$ cat config.mk
export PLATFORM = sky130hd
export DESIGN_NAME = i2c_clock_divider_search
export DESIGN_NICKNAME = d
export VERILOG_FILES = /design/src/rtl/i2ccds_pkg.sv /design/src/rtl/i2c_clock_divider_search.sv /design/src/rtl/i2ccds_divider.sv
export SDC_FILE = /design/constraint.sdc
export NUM_CORES = 1
export LEC_CHECK = 0
export BUFFER_PORTS_ARGS = -buffer_cell sky130_fd_sc_hd__buf_2
export CAP_MARGIN = 30
export CORE_MARGIN = 4
export CORE_UTILIZATION = 45
export CTS_BUF_LIST = sky130_fd_sc_hd__clkbuf_4
export DETAILED_ROUTE_END_ITERATION = 8
export GPL_ROUTABILITY_DRIVEN = 0
export PLACE_DENSITY = 0.7
export REMOVE_ABC_BUFFERS = 1
export SKIP_LAST_GASP = 1
export SLEW_MARGIN = 10
export SYNTH_ARGS = -nofsm -noshare
export SYNTH_HDL_FRONTEND = slang
export SYNTH_SLANG_ARGS = --single-unit
$ cat constraint.sdc
create_clock -name clock -period 5.4 [get_ports clock]
set_clock_uncertainty 0.1 [all_clocks]
set_input_delay 0 -clock clock [delete_from_list [all_inputs] [get_ports clock]]
set_output_delay 0 -clock clock [all_outputs]
set_load 0.02 [all_outputs]
$ cat src/rtl/i2ccds_pkg.sv
// Shared types and constants for the bus clock divider search.
// Used by i2ccds_divider and i2c_clock_divider_search; no dependencies.
`default_nettype none

package i2ccds_pkg;

   localparam int CLK_W     = 30;   // bus clock frequency field
   localparam int RATE_W    = 23;   // requested rate field
   localparam int M_W       = 4;    // mantissa field
   localparam int N_W       = 3;    // exponent field
   localparam int CCR_W     = M_W + N_W;
   localparam int DIVISOR_W = 8;    // 10 * (m + 1) stays below 256
   localparam int CNT_W     = $clog2(CLK_W + 1);

   localparam int CSR_DATA_W = 32;
   localparam int CSR_ADDR_W = 3;

   localparam int M_MAX_DEFAULT = 15;
   localparam int N_MAX_DEFAULT = 7;

   localparam logic [M_W-1:0]   DEFAULT_M       = M_W'(5);
   localparam logic [N_W-1:0]   DEFAULT_N       = N_W'(0);
   localparam logic [CLK_W-1:0] BUS_CLOCK_RESET = CLK_W'(24000000);

   // register index, taken from the word address
   typedef enum logic {
      CSR_BUS_CLOCK = 1'b0,
      CSR_UNUSED    = 1'b1
   } csr_index_type;

   typedef enum logic [2:0] {
      ST_IDLE,
      ST_LAUNCH,
      ST_WAIT,
      ST_EVAL,
      ST_DONE
   } state_type;

   typedef struct packed {
      logic                 start;
      logic [CLK_W-1:0]     dividend;
      logic [DIVISOR_W-1:0] divisor;
   } div_req_type;

   typedef struct packed {
      logic             busy;
      logic             done;
      logic [CLK_W-1:0] quotient;
   } div_rsp_type;

endpackage

`default_nettype wire

$ cat src/rtl/i2c_clock_divider_search.sv
// Top level of the bus clock divider search: sequencer, best-pair tracking, CSR port.
// Depends on i2ccds_pkg and instantiates i2ccds_divider.
//
//   channel   ports                                  handshake
//   request   start, busy, req_desired_rate          taken when start && !busy
//   result    rsp_valid, rsp_div_m/n, rsp_ccr_word,   one-cycle strobe
//             rsp_found
//   csr       psel, penable, pwrite, paddr, pwdata,  APB, pready tied high
//             prdata, pready
//
// Each of the (N_MAX+1)*(M_MAX+1) candidates is handled in turn: launch the
// serial divider, take CLK_W (30) quotient bits one per cycle, see done, compare.
// busy stays high through the cycle of rsp_valid and drops in the next. Reset
// is synchronous and needs no clearing pass; the result side cannot stall, so
// the result strobe is never held back.
`default_nettype none

module i2c_clock_divider_search #(
   parameter int M_MAX = i2ccds_pkg::M_MAX_DEFAULT,
   parameter int N_MAX = i2ccds_pkg::N_MAX_DEFAULT
) (
   input  wire logic                              clock,
   input  wire logic                              reset,
   input  wire logic                              start,
   output      logic                              busy,
   input  wire logic [i2ccds_pkg::RATE_W-1:0]     req_desired_rate,
   output      logic                              rsp_valid,
   output      logic [i2ccds_pkg::M_W-1:0]        rsp_div_m,
   output      logic [i2ccds_pkg::N_W-1:0]        rsp_div_n,
   output      logic [i2ccds_pkg::CCR_W-1:0]      rsp_ccr_word,
   output      logic                              rsp_found,
   input  wire logic                              psel,
   input  wire logic                              penable,
   input  wire logic                              pwrite,
   input  wire logic [i2ccds_pkg::CSR_ADDR_W-1:0] paddr,
   input  wire logic [i2ccds_pkg::CSR_DATA_W-1:0] pwdata,
   output      logic [i2ccds_pkg::CSR_DATA_W-1:0] prdata,
   output      logic                              pready
);
   import i2ccds_pkg::*;

   localparam logic [M_W-1:0] M_LAST = M_W'(M_MAX);
   localparam logic [N_W-1:0] N_LAST = N_W'(N_MAX);

   state_type            state_ff, state_in;

   logic [CLK_W-1:0]     clk_hz_ff, clk_hz_in;
   logic [RATE_W-1:0]    req_ff, req_in;
   logic [M_W-1:0]       m_ff, m_in;
   logic [N_W-1:0]       n_ff, n_in;
   logic [RATE_W-1:0]    best_ff, best_in;
   logic [M_W-1:0]       pick_m_ff, pick_m_in;
   logic [N_W-1:0]       pick_n_ff, pick_n_in;
   logic                 found_ff, found_in;

   logic                 load_req;
   logic                 launch;
   logic                 eval_en;
   logic                 last_pair;
   logic                 csr_write;
   csr_index_type        csr_index;

   logic [M_W:0]         m_plus;
   logic [DIVISOR_W-1:0] divisor;
   logic [CLK_W-1:0]     rate;
   logic                 fits;
   logic [RATE_W-1:0]    shortfall;
   logic                 better;

   div_req_type          div_req;
   div_rsp_type          div_rsp;

   i2ccds_divider u_divider (
      .clock   (clock),
      .reset   (reset),
      .div_req (div_req),
      .div_rsp (div_rsp)
   );

   // CSR port
   always_comb begin
      pready    = 1'b1;
      csr_index = csr_index_type'(paddr[2]);
      csr_write = psel && penable && pwrite && pready;
      clk_hz_in = clk_hz_ff;
      if (csr_write && csr_index == CSR_BUS_CLOCK) begin
         clk_hz_in = pwdata[CLK_W-1:0];
      end
      case (csr_index)
         CSR_BUS_CLOCK: prdata = {{(CSR_DATA_W - CLK_W){1'b0}}, clk_hz_ff};
         default:       prdata = '0;
      endcase
   end

   // divisor 10*(m+1) = 8*(m+1) + 2*(m+1)
   always_comb begin
      m_plus  = {1'b0, m_ff} + (M_W + 1)'(1);
      divisor = (DIVISOR_W'(m_plus) << 3) + (DIVISOR_W'(m_plus) << 1);
      div_req.start    = launch;
      div_req.dividend = clk_hz_ff;
      div_req.divisor  = divisor;
   end

   // clk/(10(m+1)*2^n) equals the quotient for 10(m+1) shifted right by n
   always_comb begin
      rate      = div_rsp.quotient >> n_ff;
      fits      = {{(CLK_W - RATE_W){1'b0}}, req_ff} >= rate;
      shortfall = req_ff - rate[RATE_W-1:0];
      better    = fits && (!found_ff || shortfall < best_ff);
      last_pair = (m_ff == M_LAST) && (n_ff == N_LAST);
   end

   // next state
   always_comb begin
      state_in = state_ff;
      case (state_ff)
         ST_IDLE:   if (start) state_in = ST_LAUNCH;
         ST_LAUNCH: state_in = ST_WAIT;
         ST_WAIT:   if (div_rsp.done) state_in = ST_EVAL;
         ST_EVAL:   state_in = last_pair ? ST_DONE : ST_LAUNCH;
         ST_DONE:   state_in = ST_IDLE;
         default:   state_in = ST_IDLE;
      endcase
   end

   // state outputs
   always_comb begin
      load_req  = 1'b0;
      launch    = 1'b0;
      eval_en   = 1'b0;
      busy      = 1'b1;
      rsp_valid = 1'b0;
      case (state_ff)
         ST_IDLE: begin
            busy     = 1'b0;
            load_req = start;
         end
         ST_LAUNCH: launch    = 1'b1;
         ST_EVAL:   eval_en   = 1'b1;
         ST_DONE:   rsp_valid = 1'b1;
         default:   busy      = 1'b1;
      endcase
   end

   // search datapath
   always_comb begin
      req_in    = req_ff;
      m_in      = m_ff;
      n_in      = n_ff;
      best_in   = best_ff;
      pick_m_in = pick_m_ff;
      pick_n_in = pick_n_ff;
      found_in  = found_ff;
      if (load_req) begin
         req_in    = req_desired_rate;
         m_in      = '0;
         n_in      = '0;
         pick_m_in = DEFAULT_M;
         pick_n_in = DEFAULT_N;
         found_in  = 1'b0;
      end else if (eval_en) begin
         if (better) begin
            best_in   = shortfall;
            pick_m_in = m_ff;
            pick_n_in = n_ff;
            found_in  = 1'b1;
         end
         // advance mantissa first, exponent on wrap
         if (m_ff == M_LAST) begin
            m_in = '0;
            n_in = n_ff + N_W'(1);
         end else begin
            m_in = m_ff + M_W'(1);
         end
      end
   end

   always_ff @(posedge clock) begin
      if (reset) begin
         state_ff  <= ST_IDLE;
         clk_hz_ff <= BUS_CLOCK_RESET;
         found_ff  <= 1'b0;
      end else begin
         state_ff  <= state_in;
         clk_hz_ff <= clk_hz_in;
         found_ff  <= found_in;
      end
   end

   always_ff @(posedge clock) begin
      req_ff    <= req_in;
      m_ff      <= m_in;
      n_ff      <= n_in;
      best_ff   <= best_in;
      pick_m_ff <= pick_m_in;
      pick_n_ff <= pick_n_in;
   end

   always_comb begin
      rsp_div_m    = pick_m_ff;
      rsp_div_n    = pick_n_ff;
      rsp_ccr_word = {pick_m_ff, pick_n_ff};
      rsp_found    = found_ff;
   end

   a_start_sets_busy: assert property (@(posedge clock) disable iff (reset)
      (start && !busy) |=> busy)
      else $error("request transfer did not make the block busy");

   a_result_frees: assert property (@(posedge clock) disable iff (reset)
      rsp_valid |=> !busy)
      else $error("block still busy after its result transfer");

   a_default_pair: assert property (@(posedge clock) disable iff (reset)
      (rsp_valid && !rsp_found) |-> (rsp_div_m == DEFAULT_M && rsp_div_n == DEFAULT_N))
      else $error("no qualifying pair but result is not the default divider");

   a_eval_after_div: assert property (@(posedge clock) disable iff (reset)
      eval_en |-> $past(div_rsp.done))
      else $error("candidate compared before its division finished");

   a_launch_idle_div: assert property (@(posedge clock) disable iff (reset)
      launch |-> !div_rsp.busy)
      else $error("divider launched while still running");

endmodule

`default_nettype wire

$ cat src/rtl/i2ccds_divider.sv
// Bit-serial restoring divider: one quotient bit per cycle.
// Depends on i2ccds_pkg for widths and the request/response structs.
`default_nettype none

module i2ccds_divider (
   input  wire logic                     clock,
   input  wire logic                     reset,
   input  wire i2ccds_pkg::div_req_type  div_req,
   output i2ccds_pkg::div_rsp_type       div_rsp
);
   import i2ccds_pkg::*;

   localparam logic [CNT_W-1:0] LAST_STEP = CNT_W'(CLK_W - 1);

   logic                 busy_ff, busy_in;
   logic                 done_ff, done_in;
   logic [CNT_W-1:0]     count_ff, count_in;
   logic [DIVISOR_W-1:0] rem_ff, rem_in;
   logic [CLK_W-1:0]     quo_ff, quo_in;
   logic [DIVISOR_W-1:0] divisor_ff, divisor_in;

   logic [DIVISOR_W:0]   rem_shift;
   logic [DIVISOR_W:0]   rem_diff;
   logic                 fits;

   always_comb begin
      rem_shift = {rem_ff, quo_ff[CLK_W-1]};
      rem_diff  = rem_shift - {1'b0, divisor_ff};
      fits      = rem_shift >= {1'b0, divisor_ff};
   end

   always_comb begin
      busy_in    = busy_ff;
      done_in    = 1'b0;
      count_in   = count_ff;
      rem_in     = rem_ff;
      quo_in     = quo_ff;
      divisor_in = divisor_ff;
      if (!busy_ff && div_req.start) begin
         busy_in    = 1'b1;
         count_in   = '0;
         rem_in     = '0;
         quo_in     = div_req.dividend;
         divisor_in = div_req.divisor;
      end else if (busy_ff) begin
         // shift the next dividend bit in, subtract where it fits
         rem_in   = fits ? rem_diff[DIVISOR_W-1:0] : rem_shift[DIVISOR_W-1:0];
         quo_in   = {quo_ff[CLK_W-2:0], fits};
         count_in = count_ff + CNT_W'(1);
         if (count_ff == LAST_STEP) begin
            busy_in = 1'b0;
            done_in = 1'b1;
         end
      end
   end

   always_ff @(posedge clock) begin
      if (reset) begin
         busy_ff <= 1'b0;
         done_ff <= 1'b0;
      end else begin
         busy_ff <= busy_in;
         done_ff <= done_in;
      end
   end

   always_ff @(posedge clock) begin
      count_ff   <= count_in;
      rem_ff     <= rem_in;
      quo_ff     <= quo_in;
      divisor_ff <= divisor_in;
   end

   always_comb begin
      div_rsp.busy     = busy_ff;
      div_rsp.done     = done_ff;
      div_rsp.quotient = quo_ff;
   end

   a_done_after_busy: assert property (@(posedge clock) disable iff (reset)
      done_ff |-> $past(busy_ff))
      else $error("divider done without a running division");

   a_done_ends_busy: assert property (@(posedge clock) disable iff (reset)
      done_ff |-> !busy_ff)
      else $error("divider still busy while reporting done");

   a_start_taken: assert property (@(posedge clock) disable iff (reset)
      (div_req.start && !busy_ff) |=> busy_ff)
      else $error("divider ignored a start while idle");

endmodule

`default_nettype wire
==> run metrics, run 1 <==
status=complete, no violations; Worst Reg-to-Reg Cells=18; Yosys cell types=59; Buffers on Ports=about 110; total vias in the final route=6725; TritonCTS clock tree=built; most area-hungry cell type in the Yosys netlist=edfxtp_1; layout cells sized above 1=a little over 20%; Crit path max-delay family=compound AO/OA/AOI/OAI gates; top-count cell post-synth=nand2_1; HP Class=in2reg; CP Class=reg2reg; Top FF cell, synth=edfxtp_1; hpwl dp=approximately 14 mm; crit end category=flop; Leak Pwr=around 4.3 nW; Syn Std Cell Area=8582 um^2; Arr. time, crit path=between 5 and 6 ns; Hold Path Cell Cnt=2; R2R Path End=best_ff[2]; worst-margin pin slew=0.7025 ns; GRT met3 Usage=roughly 3.4%; number of global-route vias before repair=about 6700; clock insertion delay at the later pin of the skew report=around 0.57 ns; global route overflow=0; Routed WL=~20 mm; CP max FO=23; crit-path max cell delay=0.51 ns; pin count of the biggest net entering global routing=41; post-placement cell count=1144; min Tclk post-route=5.029 ns; Routed wire per std cell=about 16 um; final worst-path cycle share=93.12%; die extent in y=~150 um; DRC viols=0; Syn Area/Cell=a little over 10 um^2; Root Buffer=clkbuf_4; top post-synthesis cells by area=edfxtp_1, dfxtp_1, ha_1; R2R Setup Slk=0.37 ns; antenna violations before repair=1; chip width=~150 um; register area share after synthesis=43.74%; Worst Setup Slack, final=about 0.37 ns; Area Growth Syn to Fin=23.52%; Initial Util=a little under half; Initial DRT Pass Iterations=5; grt met2 use=a little over 30%; vias per inst=between 5 and 6; R2R Path Start=u_divider.quo_ff[3]; Yosys reg bits=146; buffer and inverter count on the worst path=3; post-route setup TNS=0 ns; crit start category=flop; die area=roughly 21000 um^2; Slew HR=a little over half; first-pass GRT wire length=~33 mm; Finished Layout Cells=roughly 1300; FMAX=roughly 200 MHz; EDFF count, synth=just over 80; CTS H-tree depth=4; Crit-path slowest cell=mux4_2; worst-path cell chain=mux4_2 -> mux2_2 -> ha_1 -> inv_1 -> fa_1 -> a21oi_1 -> o211ai_1 -> nand2_1 -> a211oi_2 -> a311oi_2 -> xnor2_1 -> ha_1 -> and4_1 -> a221oi_1 -> o221ai_1 -> a211o_1 -> inv_1 -> buf_6; Hold EP=req_ff[14]; Gate Count Post-Synth=roughly 840; Final ANT Viol Nets=0; Num Clock Sinks=approximately 150; count of final hold-check violations=0; FFs w/ async S/R, synth=0%; GRT Max-Usage Layer=met2; GRT Resource Usage Total=between 10% and 20%; boundary pin count=between 100 and 150; WP data required=approximately 5.6 ns; DR iter-0 viols=approximately 390; Cell Rows=50; Final setup viols=0; pre-CTS setup slack=around 0.11 ns; pwr dens=281.3 nW/um^2; Commonest cells post-synth=nand2_1, edfxtp_1, a21oi_1; critical hold path startpoint=req_desired_rate[14]; Max Cap Viol=0; Ys Warns=0; Worst-path clk slew=between 0.15 and 0.2 ns; CTS Buf Count=17; VDD IR-drop max=~0.14 mV; Max Root-Sink Buffers=2; area fraction of the dominant cell type after synthesis=29.04%; GR Util met1=approximately a quarter; max-slew violations=0; Layout Nets=1160; core area=18710 um^2
## cell families after synthesis
family | Yosys count | share of synthesized area (%)
other | 2 | 0.08751
buffers and inverters | 102 | 5.030
adder cells (fa/ha/maj) | 64 | 9.593
multiplexers | 94 | 13.78
XOR/XNOR | 34 | 3.470
AND/OR/NAND/NOR | 251 | 13.95
flip-flops | 146 | 43.74
AO/OA/AOI/OAI | 145 | 10.35
## metrics by stage
| stage | hold slack (ns) | util [%] | power [W] | area (um^2) |
|---|---|---|---|---|
| 2_1_floorplan | -0.03535 | - | 0.002039 | 8349 |
| 3_3_place_gp | 0.07721 | 49.61 | 0.002250 | 9279 |
| 3_5_place_dp | 0.07810 | 49.69 | 0.002277 | 9294 |
| 4_1_cts | 0.005187 | 56.38 | 0.002988 | 10550 |
| 5_1_grt | 0.006762 | 56.67 | 0.003168 | 10600 |
| 6_report | 0.04161 | 56.67 | 0.002982 | 10600 |
## timing repair
item                                   4_1_cts  5_1_grt
buffers inserted                             0        5
hold buffers                                98        0
endpoints found under the hold margin       63        0
resized for setup                            0        4
setup endpoints to repair                    0       31
## power by group
part	switching [W]	internal, W
clock	0.000470	0.000203
sequential	0.0000806	0.00131
combinational	0.000496	0.000425
total	0.00105	0.00194
## cell type report
type,instances,area [um^2]
Tap cell,234,292.8
Timing Repair Buffer,224,1673
Inverter,52,195.2
Fill cell,1578,8105
Antenna cell,1,2.502
Clock buffer,17,127.6
Multi-Input combinational cell,591,4407
Clock inverter,15,143.9
Sequential cell,146,3759
## metal layers
metal	routed length (um)	vias to the layer above	part of all wire [%]
met4	454	0	2.3
met3	839	33	4.2
met5	0	-	0
met1	9279	3159	46
li1	-	3369	-
met2	9454	164	47
## sequential cells by signal, indices dropped and copies added, names as in the netlist
signal,cells
u_divider.done_ff,1
m_ff,4
best_ff,23
u_divider.count_ff,5
req_ff,23
u_divider.busy_ff,1
state_ff,3
clk_hz_ff,30
rsp_div_n,3
rsp_div_m,4
rsp_found,1
u_divider.rem_ff,8
u_divider.quo_ff,30
n_ff,3
u_divider.divisor_ff,7
## placed cells by master (no fill, tap or decap), types with 3 or more instances in the layout
master / instances
inv_8: 3
a21oi_1: 67
mux4_2: 16
nand3b_1: 11
and3_1: 5
nand3_1: 12
mux2i_1: 45
nor3_1: 11
inv_6: 4
conb_1: 3
dfxtp_1: 61
nand2_1: 108
buf_4: 18
o211ai_1: 4
buf_2: 106
mux2_2: 33
a211o_1: 3
nand4_1: 8
a21o_1: 9
a211oi_1: 6
a31oi_1: 4
xor2_1: 15
nor2_1: 42
fa_1: 3
dlygate4sd3_1: 98
xnor2_1: 19
clkbuf_4: 17
edfxtp_1: 83
ha_1: 61
inv_1: 52
nor2b_1: 41
o21ai_0: 25
## how the worst max path moves through the flow
stage	depth (start not counted)	end	slack, ns	from
2_1_floorplan	17	best_ff[0]	-0.44	n_ff[0]
3_3_place_gp	18	best_ff[2]	0.28	n_ff[0]
3_5_place_dp	18	best_ff[2]	0.11	n_ff[0]
4_1_cts	18	best_ff[21]	0.08	n_ff[0]
5_1_grt	22	best_ff[1]	-0.003	n_ff[0]
6_report	18	best_ff[2]	0.37	u_divider.quo_ff[3]
No activity file was read; power rests on OpenSTA's default activity.
==> inputs of run 2 (changes only) <==
- CAP_MARGIN: 30 -> unset
- CORE_ASPECT_RATIO: unset -> 0.8
- CTS_BUF_LIST: sky130_fd_sc_hd__clkbuf_4 -> sky130_fd_sc_hd__clkbuf_8
==> run 2 against run 1 <==
  * Count of clock-buffer cells in the layout increased by 1
  * Cell count fell by 1.0%
  * Die area about the same
  * Core utilization about the same
  * Sequential cell count is the same
  * Critical path type unchanged
  * Highest routed layer unchanged
==> run metrics, run 2 (synthesized netlist as in run 1, its figures left out) <==
post-CTS setup buffers=0; Leak Pwr=between 4 and 5 nW; R2R Setup Slk=0.16 ns; DR iter-0 viols=~460; FMAX=approximately 190 MHz; WP data required=around 5.4 ns; chip width=~160 um; biggest regs=clk_hz_ff x30, u_divider.quo_ff x30; Routed WL=~20 mm; CP max FO=23; post-placement cell count=roughly 1200; pwr dens=a little over 300 nW/um^2; die extent in y=~130 um; Comb pwr share=~29%; Max Root-Sink Buffers=2; count of final hold-check violations=0; worst setup path startpoint=n_ff[0]; HP Class=in2reg; Crit-path slowest cell=mux4_2; number of global-route vias before repair=6202; Initial Util=between 40% and 50%; Final setup viols=0; Setup crit end=best_ff[22]; CP Class=reg2reg; vias per inst=5.166; first-pass GRT wire length=31.99 mm; Hold Slack=roughly 0.066 ns; global route overflow=0; sw frac=between 30% and 40%; Layout Nets=around 1100; min Tclk post-route=between 5 and 6 ns; crit start category=flop; routed wl met3=854 um; worst-margin pin slew=1.094 ns; Routed wire per std cell=~16 um; max-slew violations=0; VDD IR-drop max=between 0.15 and 0.2 mV; crit-path max cell delay=0.54 ns; layout cells sized above 1=20.61%; worst-path cell chain=mux4_2 -> mux2_2 -> ha_1 -> inv_1 -> fa_1 -> a21oi_1 -> o211ai_1 -> nand2_1 -> a211oi_2 -> a311oi_2 -> xnor2_1 -> ha_1 -> and4_1 -> a221oi_1 -> o221ai_1 -> a211o_1 -> inv_1 -> buf_4; Cell Rows=44; total vias in the final route=about 6500; commonest non-fill, non-tap cell in the layout=nand2_1; status=complete, no violations; Slew HR=a little over a quarter; CTS Buf Count=17; n_diodes=0; finished layout cell area=around 10000 um^2; hpwl dp=between 10 and 15 mm; TritonCTS clock tree=built; GRT Resource Usage Total=approximately 19%; boundary pin count=114; part of the power in registers=43.3%; Area Growth Syn to Fin=21.84%; R2R Path Start=n_ff[0]; P_int=0.002192 W; Buffers on Ports=106; antenna violations before repair=0; Arr. time, crit path=~5.3 ns; placed cell areas=slightly above 9000 um^2; die area=around 21000 um^2; most frequent cells in the layout=nand2_1, buf_2, edfxtp_1; pin count of the biggest net entering global routing=41; Num Clock Sinks=between 100 and 150; Switch Pwr=about 0.0010 W; core area=between 15000 and 20000 um^2; Max Cap Viol=0; wire length on met1=~9.7 mm; Initial DRT Pass Iterations=5; Worst Reg-to-Reg Cells=18; Max Used Layer=met4; final worst-path cycle share=a little over nine tenths; Clk pwr share=28.0%; Final ANT Viol Nets=0; Finished Layout Cells=between 1000 and 1500; clock insertion delay at the later pin of the skew report=between 0.4 and 0.5 ns; crit end category=flop; R2R Path End=best_ff[22]; Root Buffer=clkbuf_8; met2 wire length=just under 9 mm; CTS H-tree depth=4; Worst-path clk slew=about 0.080 ns; total power=about 0.0032 W; DRC viols=0
-- run 2: changes by cell type in the layout (fill, tap and decap cells not counted), sizes merged --
cell / before / now
buf: 126 / 122
dlygate4sd3: 98 / 71
clkbuf: 17 / 18
clkinvlp: 2 / 1
diode: 1 / 0
clkinv: 6 / 4
bufinv: 0 / 3
inv: 59 / 58
-- run 2: per-layer routing --
metal | vias to the layer above | GRT usage [%]
met3 | 18 | 4.039
met5 | - | 0
li1 | 3304 | -
met1 | 3069 | 27.23
met4 | 0 | 5.073
met2 | 154 | 27.70
-- run 2: stage by stage --
stage / util (%) / setup WS (ns) / TNS, ns
after CTS: 56.61 / 0.1045 / 0
after detailed placement: 50.52 / 0.1059 / 0
after global placement: 50.52 / 0.2984 / 0
after floorplan: - / -0.4441 / -10.21
final: 56.70 / 0.1639 / 0
after global routing: 56.70 / -0.01720 / -0.1586
-- run 2: how the worst min path moves through the flow --
stage / depth (start not counted) / slack [ns] / start / endpoint
after global placement: 1 / 0.08 / req_desired_rate[14] / req_ff[14]
final: 5 / 0.07 / penable / clk_hz_ff[20]
after CTS: 5 / 0.03 / penable / clk_hz_ff[0]
after detailed placement: 1 / 0.08 / req_desired_rate[14] / req_ff[14]
after global routing: 5 / 0.07 / penable / clk_hz_ff[0]
after floorplan: 1 / -0.04 / reset / rsp_found
-- run 2: power by group through the flow --
stage | registers, W | logic [W] | clock network, W
final | 0.00139 | 0.000921 | 0.000897
after global routing | 0.00140 | 0.00103 | 0.000966
after CTS | 0.00139 | 0.000913 | 0.000917
after detailed placement | 0.00141 | 0.000872 | 0
after global placement | 0.00141 | 0.000845 | 0
after floorplan | 0.00138 | 0.000657 | 0
-- run 2: area by class of cell --
class | count | area (um^2)
multi-input combinational | 591 | 4409
sequential | 146 | 3759
clock inverter | 14 | 163.9
clock buffer | 18 | 247.7
timing repair buffer | 193 | 1365
inverter | 52 | 195.2
tap | 253 | 316.6
fill | 1574 | 7986
-- run 2: worst max-delay path, delay by kind of cell, from the launching register on --
family | cells | cell delay (ns)
buf+inv | 3 | 0.41
compound gates | 7 | 1.76
fa+ha+maj | 3 | 0.68
flops | 1 | 0.47
simple gates | 2 | 0.38
xor+xnor | 1 | 0.26
mux | 2 | 0.84
-- run 2: timing repair --
action,4_1_cts,5_1_grt
setup endpoints to repair,0,29
resized for setup,0,5
hold buffers,71,0
hold endpoints to repair,58,0
